File: config.mk
export PLATFORM = sky130hd
export DESIGN_NAME = header_checksum_deframer
export DESIGN_NICKNAME = d
export VERILOG_FILES = /design/src/rtl/hcd_pkg.sv /design/src/rtl/header_checksum_deframer.sv /design/src/rtl/hcd_front.sv /design/src/rtl/hcd_cmd_fifo.sv /design/src/rtl/hcd_back.sv
export SDC_FILE = /design/constraint.sdc
export NUM_CORES = 1
export LEC_CHECK = 0
export ABC_AREA = 1
export BUFFER_PORTS_ARGS = -buffer_cell sky130_fd_sc_hd__buf_2
export CAP_MARGIN = 20
export CORE_ASPECT_RATIO = 1.4
export CORE_UTILIZATION = 57
export CTS_BUF_LIST = sky130_fd_sc_hd__clkbuf_8
export CTS_CLUSTER_DIAMETER = 100
export CTS_CLUSTER_SIZE = 8
export DETAILED_ROUTE_END_ITERATION = 8
export GPL_ROUTABILITY_DRIVEN = 0
export HOLD_SLACK_MARGIN = 0.06
export PLACE_DENSITY = 0.85
export SLEW_MARGIN = 10
export SYNTH_ARGS = -nofsm -noshare
export SYNTH_HDL_FRONTEND = slang
export SYNTH_SLANG_ARGS = --single-unit
File: constraint.sdc
create_clock -name clk -period 23.2 [get_ports clk]
set_input_delay 2.32 -clock clk [delete_from_list [all_inputs] [get_ports clk]]
set_output_delay 2.32 -clock clk [all_outputs]
set_load 0.005 [all_outputs]
File: src/rtl/hcd_pkg.sv
`timescale 1ns / 1ps
// hcd_pkg: types and constants for the header/checksum deframer.
// Used by every module under rtl/. No dependencies.
package hcd_pkg;

	localparam int FRAME_LEN = 8;
	localparam int IDX_W = $clog2(FRAME_LEN);
	localparam int POS_W = 6;
	localparam int CNT_W = 32;
	localparam logic [IDX_W-1:0] LAST_IDX = IDX_W'(FRAME_LEN - 1);
	localparam logic [7:0] HEADER_RESET = 8'h5A;

	// command queue depth, power of two
	localparam int CMDQ_DEPTH = 2;
	localparam int CMDQ_AW = $clog2(CMDQ_DEPTH);
	localparam int CMDQ_CW = $clog2(CMDQ_DEPTH + 1);

	localparam int PADDR_W = 3;
	localparam logic REG_HEADER = 1'b0;

	typedef enum logic [2:0] {
		ST_STORED     = 3'd0,
		ST_HDR_REJ    = 3'd1,
		ST_TIMEOUT    = 3'd2,
		ST_FRAME_BYTE = 3'd3,
		ST_RESYNC     = 3'd4
	} status_t;

	typedef struct packed {
		logic       timed_out;
		logic [7:0] rx_byte;
	} in_item_t;

	typedef struct packed {
		status_t          status;
		logic [7:0]       data_byte;
		logic [POS_W-1:0] byte_pos;
		logic             last;
		logic [CNT_W-1:0] valid_count;
		logic [CNT_W-1:0] header_err_count;
		logic [CNT_W-1:0] check_err_count;
		logic [CNT_W-1:0] timeout_count;
	} out_item_t;

	typedef struct packed {
		logic [CNT_W-1:0] valid_frames;
		logic [CNT_W-1:0] header_errors;
		logic [CNT_W-1:0] checksum_errors;
		logic [CNT_W-1:0] timeouts;
	} counters_t;

	typedef logic [FRAME_LEN-1:0][7:0] frame_t;

	// one classified item: either a single result or a whole good frame
	typedef struct packed {
		logic             emit_frame;
		status_t          status;
		logic [POS_W-1:0] pos;
		counters_t        cnt;
		frame_t           frame;
	} cmd_t;

	typedef struct packed {
		logic full;
		logic empty;
	} q_status_t;

endpackage

File: src/rtl/header_checksum_deframer.sv
`timescale 1ns / 1ps
// header_checksum_deframer: fixed-length frame sync with additive checksum.
// An item is classified in the cycle it is accepted, then passes the command
// queue, command register and output register. One item per cycle while the
// two-entry command queue has room; the back end gives one result per cycle
// while results are popped, FRAME_LEN for a good frame. Asynchronous
// reset clears fill level, counters and queue; header_value resets to 0x5A.
module header_checksum_deframer (
	input  logic                             clk,
	input  logic                             arst_n,
	input  logic                             push,
	output logic                             full,
	input  hcd_pkg::in_item_t                item,
	output logic                             empty,
	input  logic                             pop,
	output hcd_pkg::out_item_t               result,
	input  logic                             psel,
	input  logic                             penable,
	input  logic                             pwrite,
	input  logic [hcd_pkg::PADDR_W-1:0]      paddr,
	input  logic [31:0]                      pwdata,
	output logic [31:0]                      prdata,
	output logic                             pready
);

	logic               in_fire;
	logic [7:0]         header_q;
	logic               cmd_wr;
	hcd_pkg::cmd_t      cmd;
	hcd_pkg::cmd_t      qdata;
	hcd_pkg::q_status_t qstat;
	logic               qrd;

	assign pready = 1'b1;
	assign in_fire = push && !qstat.full;
	assign full = qstat.full;
	assign prdata = (paddr[2] == hcd_pkg::REG_HEADER) ? {24'd0, header_q} : 32'd0;

	always_ff @(posedge clk or negedge arst_n) begin
		if (!arst_n) begin
			header_q <= hcd_pkg::HEADER_RESET;
		end else if (psel && penable && pwrite && pready && paddr[2] == hcd_pkg::REG_HEADER) begin
			header_q <= pwdata[7:0];
		end
	end

	hcd_front u_front (
		.clk          (clk),
		.arst_n       (arst_n),
		.in_fire      (in_fire),
		.item         (item),
		.header_value (header_q),
		.cmd_wr       (cmd_wr),
		.cmd          (cmd)
	);

	hcd_cmd_fifo u_fifo (
		.clk    (clk),
		.arst_n (arst_n),
		.wr     (cmd_wr),
		.wdata  (cmd),
		.rd     (qrd),
		.rdata  (qdata),
		.stat   (qstat)
	);

	hcd_back u_back (
		.clk    (clk),
		.arst_n (arst_n),
		.qstat  (qstat),
		.qdata  (qdata),
		.qrd    (qrd),
		.pop    (pop),
		.empty  (empty),
		.result (result)
	);

endmodule

File: src/rtl/hcd_front.sv
`timescale 1ns / 1ps
// hcd_front: accepts items, keeps the frame store, fill level and counters,
// and classifies each item into a command. Depends on hcd_pkg.
module hcd_front (
	input  logic              clk,
	input  logic              arst_n,
	input  logic              in_fire,
	input  hcd_pkg::in_item_t item,
	input  logic [7:0]        header_value,
	output logic              cmd_wr,
	output hcd_pkg::cmd_t     cmd
);

	hcd_pkg::frame_t                store_q;
	hcd_pkg::frame_t                store_n;
	hcd_pkg::frame_t                frame;
	hcd_pkg::frame_t                shifted;
	logic [hcd_pkg::IDX_W-1:0]      fill_q;
	logic [hcd_pkg::IDX_W-1:0]      fill_n;
	logic [hcd_pkg::IDX_W-1:0]      idx;
	hcd_pkg::counters_t             cnt_q;
	hcd_pkg::counters_t             cnt_n;
	logic [7:0]                     sum;
	logic                           hit;
	logic                           good;

	always_comb begin
		frame = store_q;
		frame[hcd_pkg::LAST_IDX] = item.rx_byte;
		sum = '0;
		for (int k = 0; k < hcd_pkg::FRAME_LEN - 1; k++) begin
			sum = sum + frame[k];
		end
		good = (frame[0] == header_value) && (sum == item.rx_byte);
		hit = 1'b0;
		idx = '0;
		for (int k = hcd_pkg::FRAME_LEN - 1; k >= 1; k--) begin
			if (frame[k] == header_value) begin
				hit = 1'b1;
				idx = hcd_pkg::IDX_W'(k);
			end
		end
		shifted = frame >> {idx, 3'b000};
	end

	always_comb begin
		cnt_n = cnt_q;
		fill_n = fill_q;
		store_n = store_q;
		cmd = '0;
		cmd.frame = frame;
		priority if (item.timed_out) begin
			cnt_n.timeouts = cnt_q.timeouts + 1'b1;
			cmd.status = hcd_pkg::ST_TIMEOUT;
		end else if (fill_q == '0 && item.rx_byte != header_value) begin
			cnt_n.header_errors = cnt_q.header_errors + 1'b1;
			cmd.status = hcd_pkg::ST_HDR_REJ;
		end else if (fill_q != hcd_pkg::LAST_IDX) begin
			store_n[fill_q] = item.rx_byte;
			fill_n = fill_q + 1'b1;
			cmd.status = hcd_pkg::ST_STORED;
			cmd.pos = hcd_pkg::POS_W'(fill_q);
		end else if (good) begin
			cnt_n.valid_frames = cnt_q.valid_frames + 1'b1;
			fill_n = '0;
			cmd.emit_frame = 1'b1;
			cmd.status = hcd_pkg::ST_FRAME_BYTE;
		end else begin
			cnt_n.checksum_errors = cnt_q.checksum_errors + 1'b1;
			store_n = shifted;
			fill_n = hit ? hcd_pkg::IDX_W'(hcd_pkg::FRAME_LEN - int'(idx)) : '0;
			cmd.status = hcd_pkg::ST_RESYNC;
		end
		cmd.cnt = cnt_n;
	end

	assign cmd_wr = in_fire;

	always_ff @(posedge clk or negedge arst_n) begin
		if (!arst_n) begin
			fill_q <= '0;
			cnt_q <= '0;
		end else if (in_fire) begin
			fill_q <= fill_n;
			cnt_q <= cnt_n;
		end
	end

	always_ff @(posedge clk) begin
		if (in_fire) begin
			store_q <= store_n;
		end
	end

endmodule

File: src/rtl/hcd_cmd_fifo.sv
`timescale 1ns / 1ps
// hcd_cmd_fifo: short command queue between front and back.
// Depends on hcd_pkg.
module hcd_cmd_fifo (
	input  logic               clk,
	input  logic               arst_n,
	input  logic               wr,
	input  hcd_pkg::cmd_t      wdata,
	input  logic               rd,
	output hcd_pkg::cmd_t      rdata,
	output hcd_pkg::q_status_t stat
);

	hcd_pkg::cmd_t               entry_q [hcd_pkg::CMDQ_DEPTH];
	logic [hcd_pkg::CMDQ_AW-1:0] wptr_q;
	logic [hcd_pkg::CMDQ_AW-1:0] rptr_q;
	logic [hcd_pkg::CMDQ_CW-1:0] count_q;

	assign stat.full = (count_q == hcd_pkg::CMDQ_CW'(hcd_pkg::CMDQ_DEPTH));
	assign stat.empty = (count_q == '0);
	assign rdata = entry_q[rptr_q];

	always_ff @(posedge clk or negedge arst_n) begin
		if (!arst_n) begin
			wptr_q <= '0;
			rptr_q <= '0;
			count_q <= '0;
		end else begin
			if (wr) begin
				wptr_q <= wptr_q + 1'b1;
			end
			if (rd) begin
				rptr_q <= rptr_q + 1'b1;
			end
			unique case ({wr, rd})
				2'b10:   count_q <= count_q + 1'b1;
				2'b01:   count_q <= count_q - 1'b1;
				default: count_q <= count_q;
			endcase
		end
	end

	always_ff @(posedge clk) begin
		if (wr) begin
			entry_q[wptr_q] <= wdata;
		end
	end

endmodule

File: src/rtl/hcd_back.sv
`timescale 1ns / 1ps
// hcd_back: expands queued commands into result transfers, one per cycle
// while results are popped, through an output register. Depends on hcd_pkg.
module hcd_back (
	input  logic                clk,
	input  logic                arst_n,
	input  hcd_pkg::q_status_t  qstat,
	input  hcd_pkg::cmd_t       qdata,
	output logic                qrd,
	input  logic                pop,
	output logic                empty,
	output hcd_pkg::out_item_t  result
);

	hcd_pkg::cmd_t             cur_q;
	logic                      busy_q;
	logic [hcd_pkg::IDX_W-1:0] beat_q;
	logic                      out_valid_q;
	hcd_pkg::out_item_t        out_q;
	hcd_pkg::out_item_t        nxt;
	logic                      load_out;
	logic                      last_beat;

	assign load_out = !out_valid_q || pop;
	assign last_beat = !cur_q.emit_frame || (beat_q == hcd_pkg::LAST_IDX);
	assign qrd = !qstat.empty && (!busy_q || (load_out && last_beat));

	always_comb begin
		nxt.status = cur_q.status;
		nxt.valid_count = cur_q.cnt.valid_frames;
		nxt.header_err_count = cur_q.cnt.header_errors;
		nxt.check_err_count = cur_q.cnt.checksum_errors;
		nxt.timeout_count = cur_q.cnt.timeouts;
		nxt.last = last_beat;
		if (cur_q.emit_frame) begin
			nxt.data_byte = cur_q.frame[beat_q];
			nxt.byte_pos = hcd_pkg::POS_W'(beat_q);
		end else begin
			nxt.data_byte = '0;
			nxt.byte_pos = cur_q.pos;
		end
	end

	always_ff @(posedge clk or negedge arst_n) begin
		if (!arst_n) begin
			busy_q <= 1'b0;
			beat_q <= '0;
			out_valid_q <= 1'b0;
		end else begin
			if (load_out) begin
				out_valid_q <= busy_q;
			end
			if (qrd) begin
				busy_q <= 1'b1;
				beat_q <= '0;
			end else if (busy_q && load_out) begin
				if (last_beat) begin
					busy_q <= 1'b0;
					beat_q <= '0;
				end else begin
					beat_q <= beat_q + 1'b1;
				end
			end
		end
	end

	always_ff @(posedge clk) begin
		if (qrd) begin
			cur_q <= qdata;
		end
		if (busy_q && load_out) begin
			out_q <= nxt;
		end
	end

	assign empty = !out_valid_q;
	assign result = out_q;

endmodule
==> metrics.md, run 1 <==
| Metric | Value |
|---|---|
| Outcome | finished clean |
| Async SR Flop Fraction | 15.7% |
| Tcrit/Tclk final | 26.3% |
| Flop2flop setup slack | 17.11 ns |
| Synth unique cells | 53 |
| Worst R2R Start | u_front.cmd[2] |
| Post-synth top area share | 58.0% |
| Crit Path Category | reg -> reg |
| Worst-path maximum fanout | 18 |
| Max clock buf depth | 3 |
| Clk root buf | clkbuf_8 |
| Slew HR | 25.1% |
| TritonCTS Buffers | 135 |
| Row count | 116 |
| Initial Utilization | 57.6% |
| GRT Overall Usage | 25.2% |
| Initial antenna violation count | 3 |
| Final Hold Vio Count | 0 |
| Vias post-DR | 27,600 |
| Largest net degree at the start of global routing | 121 |
| CTS H-tree depth | 4 |
| Total Power | 0.00551 W |
| Vias/cell | 5.54 |
| Commonest non-fill, non-tap cells in the layout | nand2_1 (1,213), edfxtp_1 (796), inv_1 (352) |
| MaxCap Viol Count | 0 |
| Hold-critical path endpoint | u_back.result[5] |
| Hold WC Path Type | reg -> reg |
| Synthesized area | 41,200 µm² |
| Gates resized, CTS repair | 0 |
| Commonest non-fill, non-tap cell in the layout | nand2_1 |
| Post-CTS setup buffers | 0 |
| Worst-path clk slew | 0.06 ns |
| Drt drc | 0 |
| Die span in y | 320 µm |
| Post-synth EDFFs | 796 |
| Nets | 4,044 |
| Power Density | 122 nW/µm² |
| Max-slew violations | 0 |
| Sequential fraction of the synthesis area | 67.0% |
| Hold buffers post-CTS | 0 |
| Die area | 73,400 µm² |
| Crit path DAT | 6.62 ns |
| Seq cells post-synth | 944 |
| Global-route wire length before repair | 143 mm |
| TritonCTS clock tree | done |
| Fin Hold WS | 0.409 ns |
| Placed cells | 4,745 |
| R2R Path End | u_front.cmd[10] |
| FF-to-FF path depth | 20 |
| Core region area | 71,600 µm² |
| Fillers | 5,122 |
| Die X | 229 µm |
| Antenna Violating Nets Remaining | 0 |
| Place WS | 17.16 ns |
| Max VDD drop | 84.7 µV |
| Setup ws final | 17.11 ns |
| Clk Latency, worst-skew pair | 0.82 ns |
| Routed WL | 91.2 mm |
| Synth Instances | 3,735 |
| Final min period | 6.09 ns |
| PortBufs | 177 |
| Worst Min Path Start | u_back.cur_q[69] |
| Post-Layout Cell Count | 4,985 |
| WL per Instance | 18.3 µm |
| Layout Skew | 0.0508 ns |
| Dominant cells by area after synthesis | edfxtp_1 (58%), nand2_1 (11%), dfrtp_1 (8.7%) |
| Yosys warns | 0 |
| Static Leak | 18.3 nW |
| Slew @ Worst Pin | 1.12 ns |
| Setup-failing EPs final | 0 |
| Worst path required time | 23.73 ns |
| Layout cells sized above 1 | 11.1% |
| Leading area contributor after synthesis | edfxtp_1 |
| CP startpoint kind | flip-flop |
| Hold path cells | 0 |
| Vias in the first global route | 26,900 |
| Ports | 232 |
| Fmax achieved | 164 MHz |
| Hpwl dp | 59.3 mm |
| DR pass1 iterations | 6 |
| Synth Flop Type | edfxtp_1 |
| Critical path capture point type | flip-flop |
| GRT overflow | 0 |
| Setup TNS | 0 ns |
| Area grow syn2layout | 9.70% |
| First DRT Iteration DRCs | 2,774 |
| CTS sink cnt | 944 |
| Post-Syn Area per Cell | 11.0 µm² |
| RSZ-0062 raised after global routing | no |
-- worst max-delay path: stages, from the launching register on --
cell      delay (ns)
edfxtp_1        0.51
fa_1            0.58
inv_1           0.06
fa_1            0.50
fa_1            0.56
inv_1           0.06
fa_1            0.54
inv_1           0.07
fa_1            0.56
xor2_1          0.17
nand3_1         0.09
nor2_1          0.17
nand3_1         0.15
nor3_4          0.33
nand3_4         0.37
inv_2           0.19
nand2_1         0.16
nand2_2         0.24
a31o_2          0.14
a21oi_1         0.10
buf_4           0.26
-- Yosys cell counts, types with 32 or more instances --
master / instances
buf_4: 42
clkbuf_1: 91
dfrtp_1: 144
edfxtp_1: 796
fa_1: 32
inv_1: 266
nand2_1: 1214
nand3_1: 229
nand4_1: 58
nor2_1: 160
nor3_1: 57
o21ai_0: 231
xnor2_1: 41
xor2_1: 123
-- where the power goes --
part	leakage [nW]	internal [W]	switching, W
clock	1.50	0.000555	0.000609
sequential	9.60	0.00264	0.000214
combinational	7.21	0.000418	0.00107
-- flip-flops by register name, summed over array words and instances, names as in the netlist, 2 cells and up --
register,count
u_back.result,143
header_q,8
u_back.beat_q,3
u_front.cnt_q,128
u_front.fill_q,3
u_fifo.entry_q,398
u_back.cur_q,199
u_fifo.count_q,2
u_front.cmd,56
-- area by class of cell --
cell class,count,area (µm²),share of cell area [%]
sequential,944,27600,61.1
multi-input combinational,2365,11800,26.2
tap,944,1180,2.61
inverter,283,1070,2.37
timing repair buffer,211,1170,2.59
clock buffer,138,1900,4.20
clock inverter,98,444,0.982
antenna,2,5.00,0.0111
-- how the worst max path moves through the flow --
stage / startpoint / endpoint / slack, ns / cells past startpoint
after global routing: u_front.cmd[26] / u_front.cmd[1] / 16.93 / 22
after floorplan: pop / u_fifo.count_q[1] / 9.00 / 8
final: u_front.cmd[2] / u_front.cmd[10] / 17.11 / 20
after global placement: u_front.cmd[2] / u_front.cmd[43] / 17.22 / 21
after detailed placement: u_front.cmd[2] / u_front.cmd[40] / 17.16 / 21
after CTS: u_front.cmd[2] / u_front.cmd[42] / 17.09 / 21
-- per-stage QoR --
step	util, %	instance area [µm²]
2_1_floorplan	-	41300
3_3_place_gp	59.9	42800
3_5_place_dp	59.9	42800
4_1_cts	63.1	45200
5_1_grt	63.2	45200
6_report	63.2	45200
-- per-layer routing --
layer	part of all wire [%]	global-route usage, %
met2	51	43.5
met3	7.9	5.08
met5	0.014	0
met1	36	29.2
met4	5.5	14.9
-- cell families after synthesis --
| family | count (synthesis) | synth area share (%) |
|---|---|---|
| fa+ha+maj | 53 | 2.19 |
| buf+inv | 452 | 4.70 |
| compound gates | 314 | 4.06 |
| flops | 944 | 67.0 |
| other cells | 2 | 0.0182 |
| simple gates | 1806 | 18.6 |
| xor+xnor | 164 | 3.48 |
Power figures use the tool's default switching activity.
==> inputs of run 2 (changes only) <==
clock period = 6.2 ns   (was 23.2 ns; I/O delays follow)
==> run 2 against run 1 <==
Net effect: fmax up 2.3%; combinational power rose to 3.8 times the previous value; global-route usage up 0.31 points; utilization up 0.32 points; first-iteration DRC count up 9.9%; sequential power rose to 3.8 times the previous value; setup slack worse by 17 ns; power rose to 3.8 times the previous value; sequential cell count unchanged; critical endpoint is now u_front.cmd[4].
==> metrics.md, run 2 (synthesis results as in run 1) <==
| Metric | Value |
|---|---|
| Initial Utilization | 57.6% |
| Area grow syn2layout | 10.3% |
| CTS sink cnt | 944 |
| Gates resized, CTS repair | 0 |
| Layout cells sized above 1 | 11.3% |
| DR pass1 iterations | 6 |
| Final min period | 5.96 ns |
| CP max stage delay | 0.80 ns |
| Final Hold Vio Count | 0 |
| CTS H-tree depth | 4 |
| Largest net degree at the start of global routing | 148 |
| First DRT Iteration DRCs | 3,049 |
| Max VDD drop | 369 µV |
| Setup TNS | 0 ns |
| Crit Path Category | reg -> reg |
| Slowest-stage cell, CP | a21oi_1 |
| Die X | 229 µm |
| Row count | 116 |
| Antenna Violating Nets Remaining | 0 |
| Cell Int Power | 0.0136 W |
| Initial antenna violation count | 1 |
| Place WS | 0.391 ns |
| CP startpoint kind | flip-flop |
| TritonCTS Buffers | 135 |
| Cell mode on critical path | fa_1 |
| Die area | 73,400 µm² |
| Clk Latency, worst-skew pair | 0.82 ns |
| Critical path capture point type | flip-flop |
| Crit-path cells | fa_1 -> inv_1 -> fa_1 -> fa_1 -> inv_1 -> fa_1 -> ha_1 -> a21oi_1 -> or2_1 -> nand4_1 -> nand2_1 -> inv_1 -> nand2_1 -> nand2_2 -> nand3_4 -> inv_2 -> nand2_1 -> nand2_2 -> a31o_2 -> a21oi_1 |
| Vias/cell | 5.59 |
| Max-slew violations | 0 |
| Max clock buf depth | 3 |
| Ports | 232 |
| Core region area | 71,600 µm² |
| Slew HR | 26.8% |
| Commonest non-fill, non-tap cell in the layout | nand2_1 |
| Crit path DAT | 6.36 ns |
| Drt drc | 0 |
| Flop pwr share | 51.6% |
| Most flops, register | u_fifo.entry_q |
| GRT overflow | 0 |
| Fin Hold WS | 0.160 ns |
| Vias in the first global route | 27,400 |
| Final Cell Area | 45,400 µm² |
| Fillers | 5,096 |
| WL per Instance | 18.5 µm |
| Static Leak | 18.4 nW |
| Util after Layout | 63.5% |
| Crit path max-delay family | adder cells |
| Switching Share | 34.4% |
| PortBufs | 177 |
| Worst-path clk slew | 0.07 ns |
| Clk pwr share | 21.1% |
| Fmax achieved | 168 MHz |
| Setup ws final | 0.244 ns |
| Clk root buf | clkbuf_8 |
| Worst path required time | 6.61 ns |
| Post-CTS setup buffers | 0 |
| Layout Skew | 0.0510 ns |
| Largest register FFs | 398 |
| Outcome | finished clean |
| GRT Overall Usage | 25.6% |
| Worst Path Buf+Inv | 4 |
| Tcrit/Tclk final | 96.1% |
| TritonCTS clock tree | done |
| Die span in y | 320 µm |
| Logic pwr share | 27.4% |
| Hpwl dp | 60.0 mm |
| Slew @ Worst Pin | 1.10 ns |
| Commonest non-fill, non-tap cells in the layout | nand2_1 (1,213), edfxtp_1 (796), inv_1 (352) |
| Power Density | 455 nW/µm² |
| MaxCap Viol Count | 0 |
| Global-route wire length before repair | 145 mm |
| Net Switching | 0.00712 W |
| Setup-failing EPs final | 0 |
| Placed standard-cell area | 43,000 µm² |
| Hold WC Path Type | in -> reg |
| Vias post-DR | 28,000 |
| Worst-path maximum fanout | 8 |
| Routed WL | 92.7 mm |
| RSZ-0062 raised after global routing | no |
| Nets | 4,064 |
[run 2: changes by cell type in the layout (fill, tap and decap cells not counted)]
cell,previous run,this run
dlygate4sd3_1,0,9
buf_4,32,39
buf_12,0,4
clkbuf_8,138,142
clkinv_8,2,0
inv_6,6,4
buf_16,1,2
buf_6,2,1
inv_8,2,1
nor3_1,56,57
nor3_2,9,8
[run 2: final timing paths]
check / start / endpoint / slack [ns] / cells past startpoint
setup / recovery: u_front.cmd[28] / u_front.cmd[4] / 0.24 / 20
hold / removal: pop / u_back.out_valid_q / 0.16 / 4
max in group asynchronous: arst_n / u_front.cnt_q[119] / 4.43 / 3
setup reg to reg: u_front.cmd[28] / u_front.cmd[4] / 0.24 / 20
hold reg to reg: u_back.cur_q[153] / u_back.result[89] / 0.40 / 0
min in group asynchronous: arst_n / u_front.cnt_q[9] / 0.48 / 2
[run 2: repair_timing]
| action | 4_1_cts | 5_1_grt |
|---|---|---|
| hold endpoints to repair | 90 | 0 |
| endpoints found under the setup margin | 0 | 0 |
| hold buffers | 9 | 0 |
[run 2: worst reg2reg max path, stage by stage (launching register included)]
cell and delay [ns]:
edfxtp_1 0.52, fa_1 0.59, inv_1 0.05, fa_1 0.49
fa_1 0.56, inv_1 0.06, fa_1 0.48, ha_1 0.40
a21oi_1 0.30, or2_1 0.18, nand4_1 0.10, nand2_1 0.25
inv_1 0.07, nand2_1 0.08, nand2_2 0.07, nand3_4 0.07
inv_2 0.06, nand2_1 0.09, nand2_2 0.10, a31o_2 0.23
a21oi_1 0.80
[run 2: metal layers]
metal	part of all wire [%]	track usage [%]
met1	36	30.1
met2	51	44.1
met3	7.8	5.13
met4	5.2	13.7
met5	0	0
[run 2: cell type report]
cell class | count | area [µm²] | share of cell area (%)
clock inverters | 93 | 383 | 0.842
well taps | 944 | 1180 | 2.60
flip-flops and latches | 944 | 27600 | 60.8
inverters | 283 | 1070 | 2.36
clock buffers | 142 | 1950 | 4.30
multi-input cells | 2365 | 11800 | 26.0
diodes | 2 | 5.00 | 0.0110
repair buffers | 231 | 1410 | 3.10
[run 2: power by group through the flow]
stage                     clock [W]  combinational (W)  sequential [W]
after floorplan                   0            0.00368          0.0107
after global placement            0            0.00534          0.0107
after detailed placement          0            0.00560          0.0108
after CTS                   0.00444            0.00564          0.0107
after global routing        0.00470            0.00627          0.0108
final                       0.00436            0.00566          0.0107
[run 2: stage by stage]
stage	power, W	std cells
after global placement	0.0160	4756
after detailed placement	0.0164	4756
final	0.0207	5004
after floorplan	0.0143	3761
after CTS	0.0207	5000
after global routing	0.0218	5003
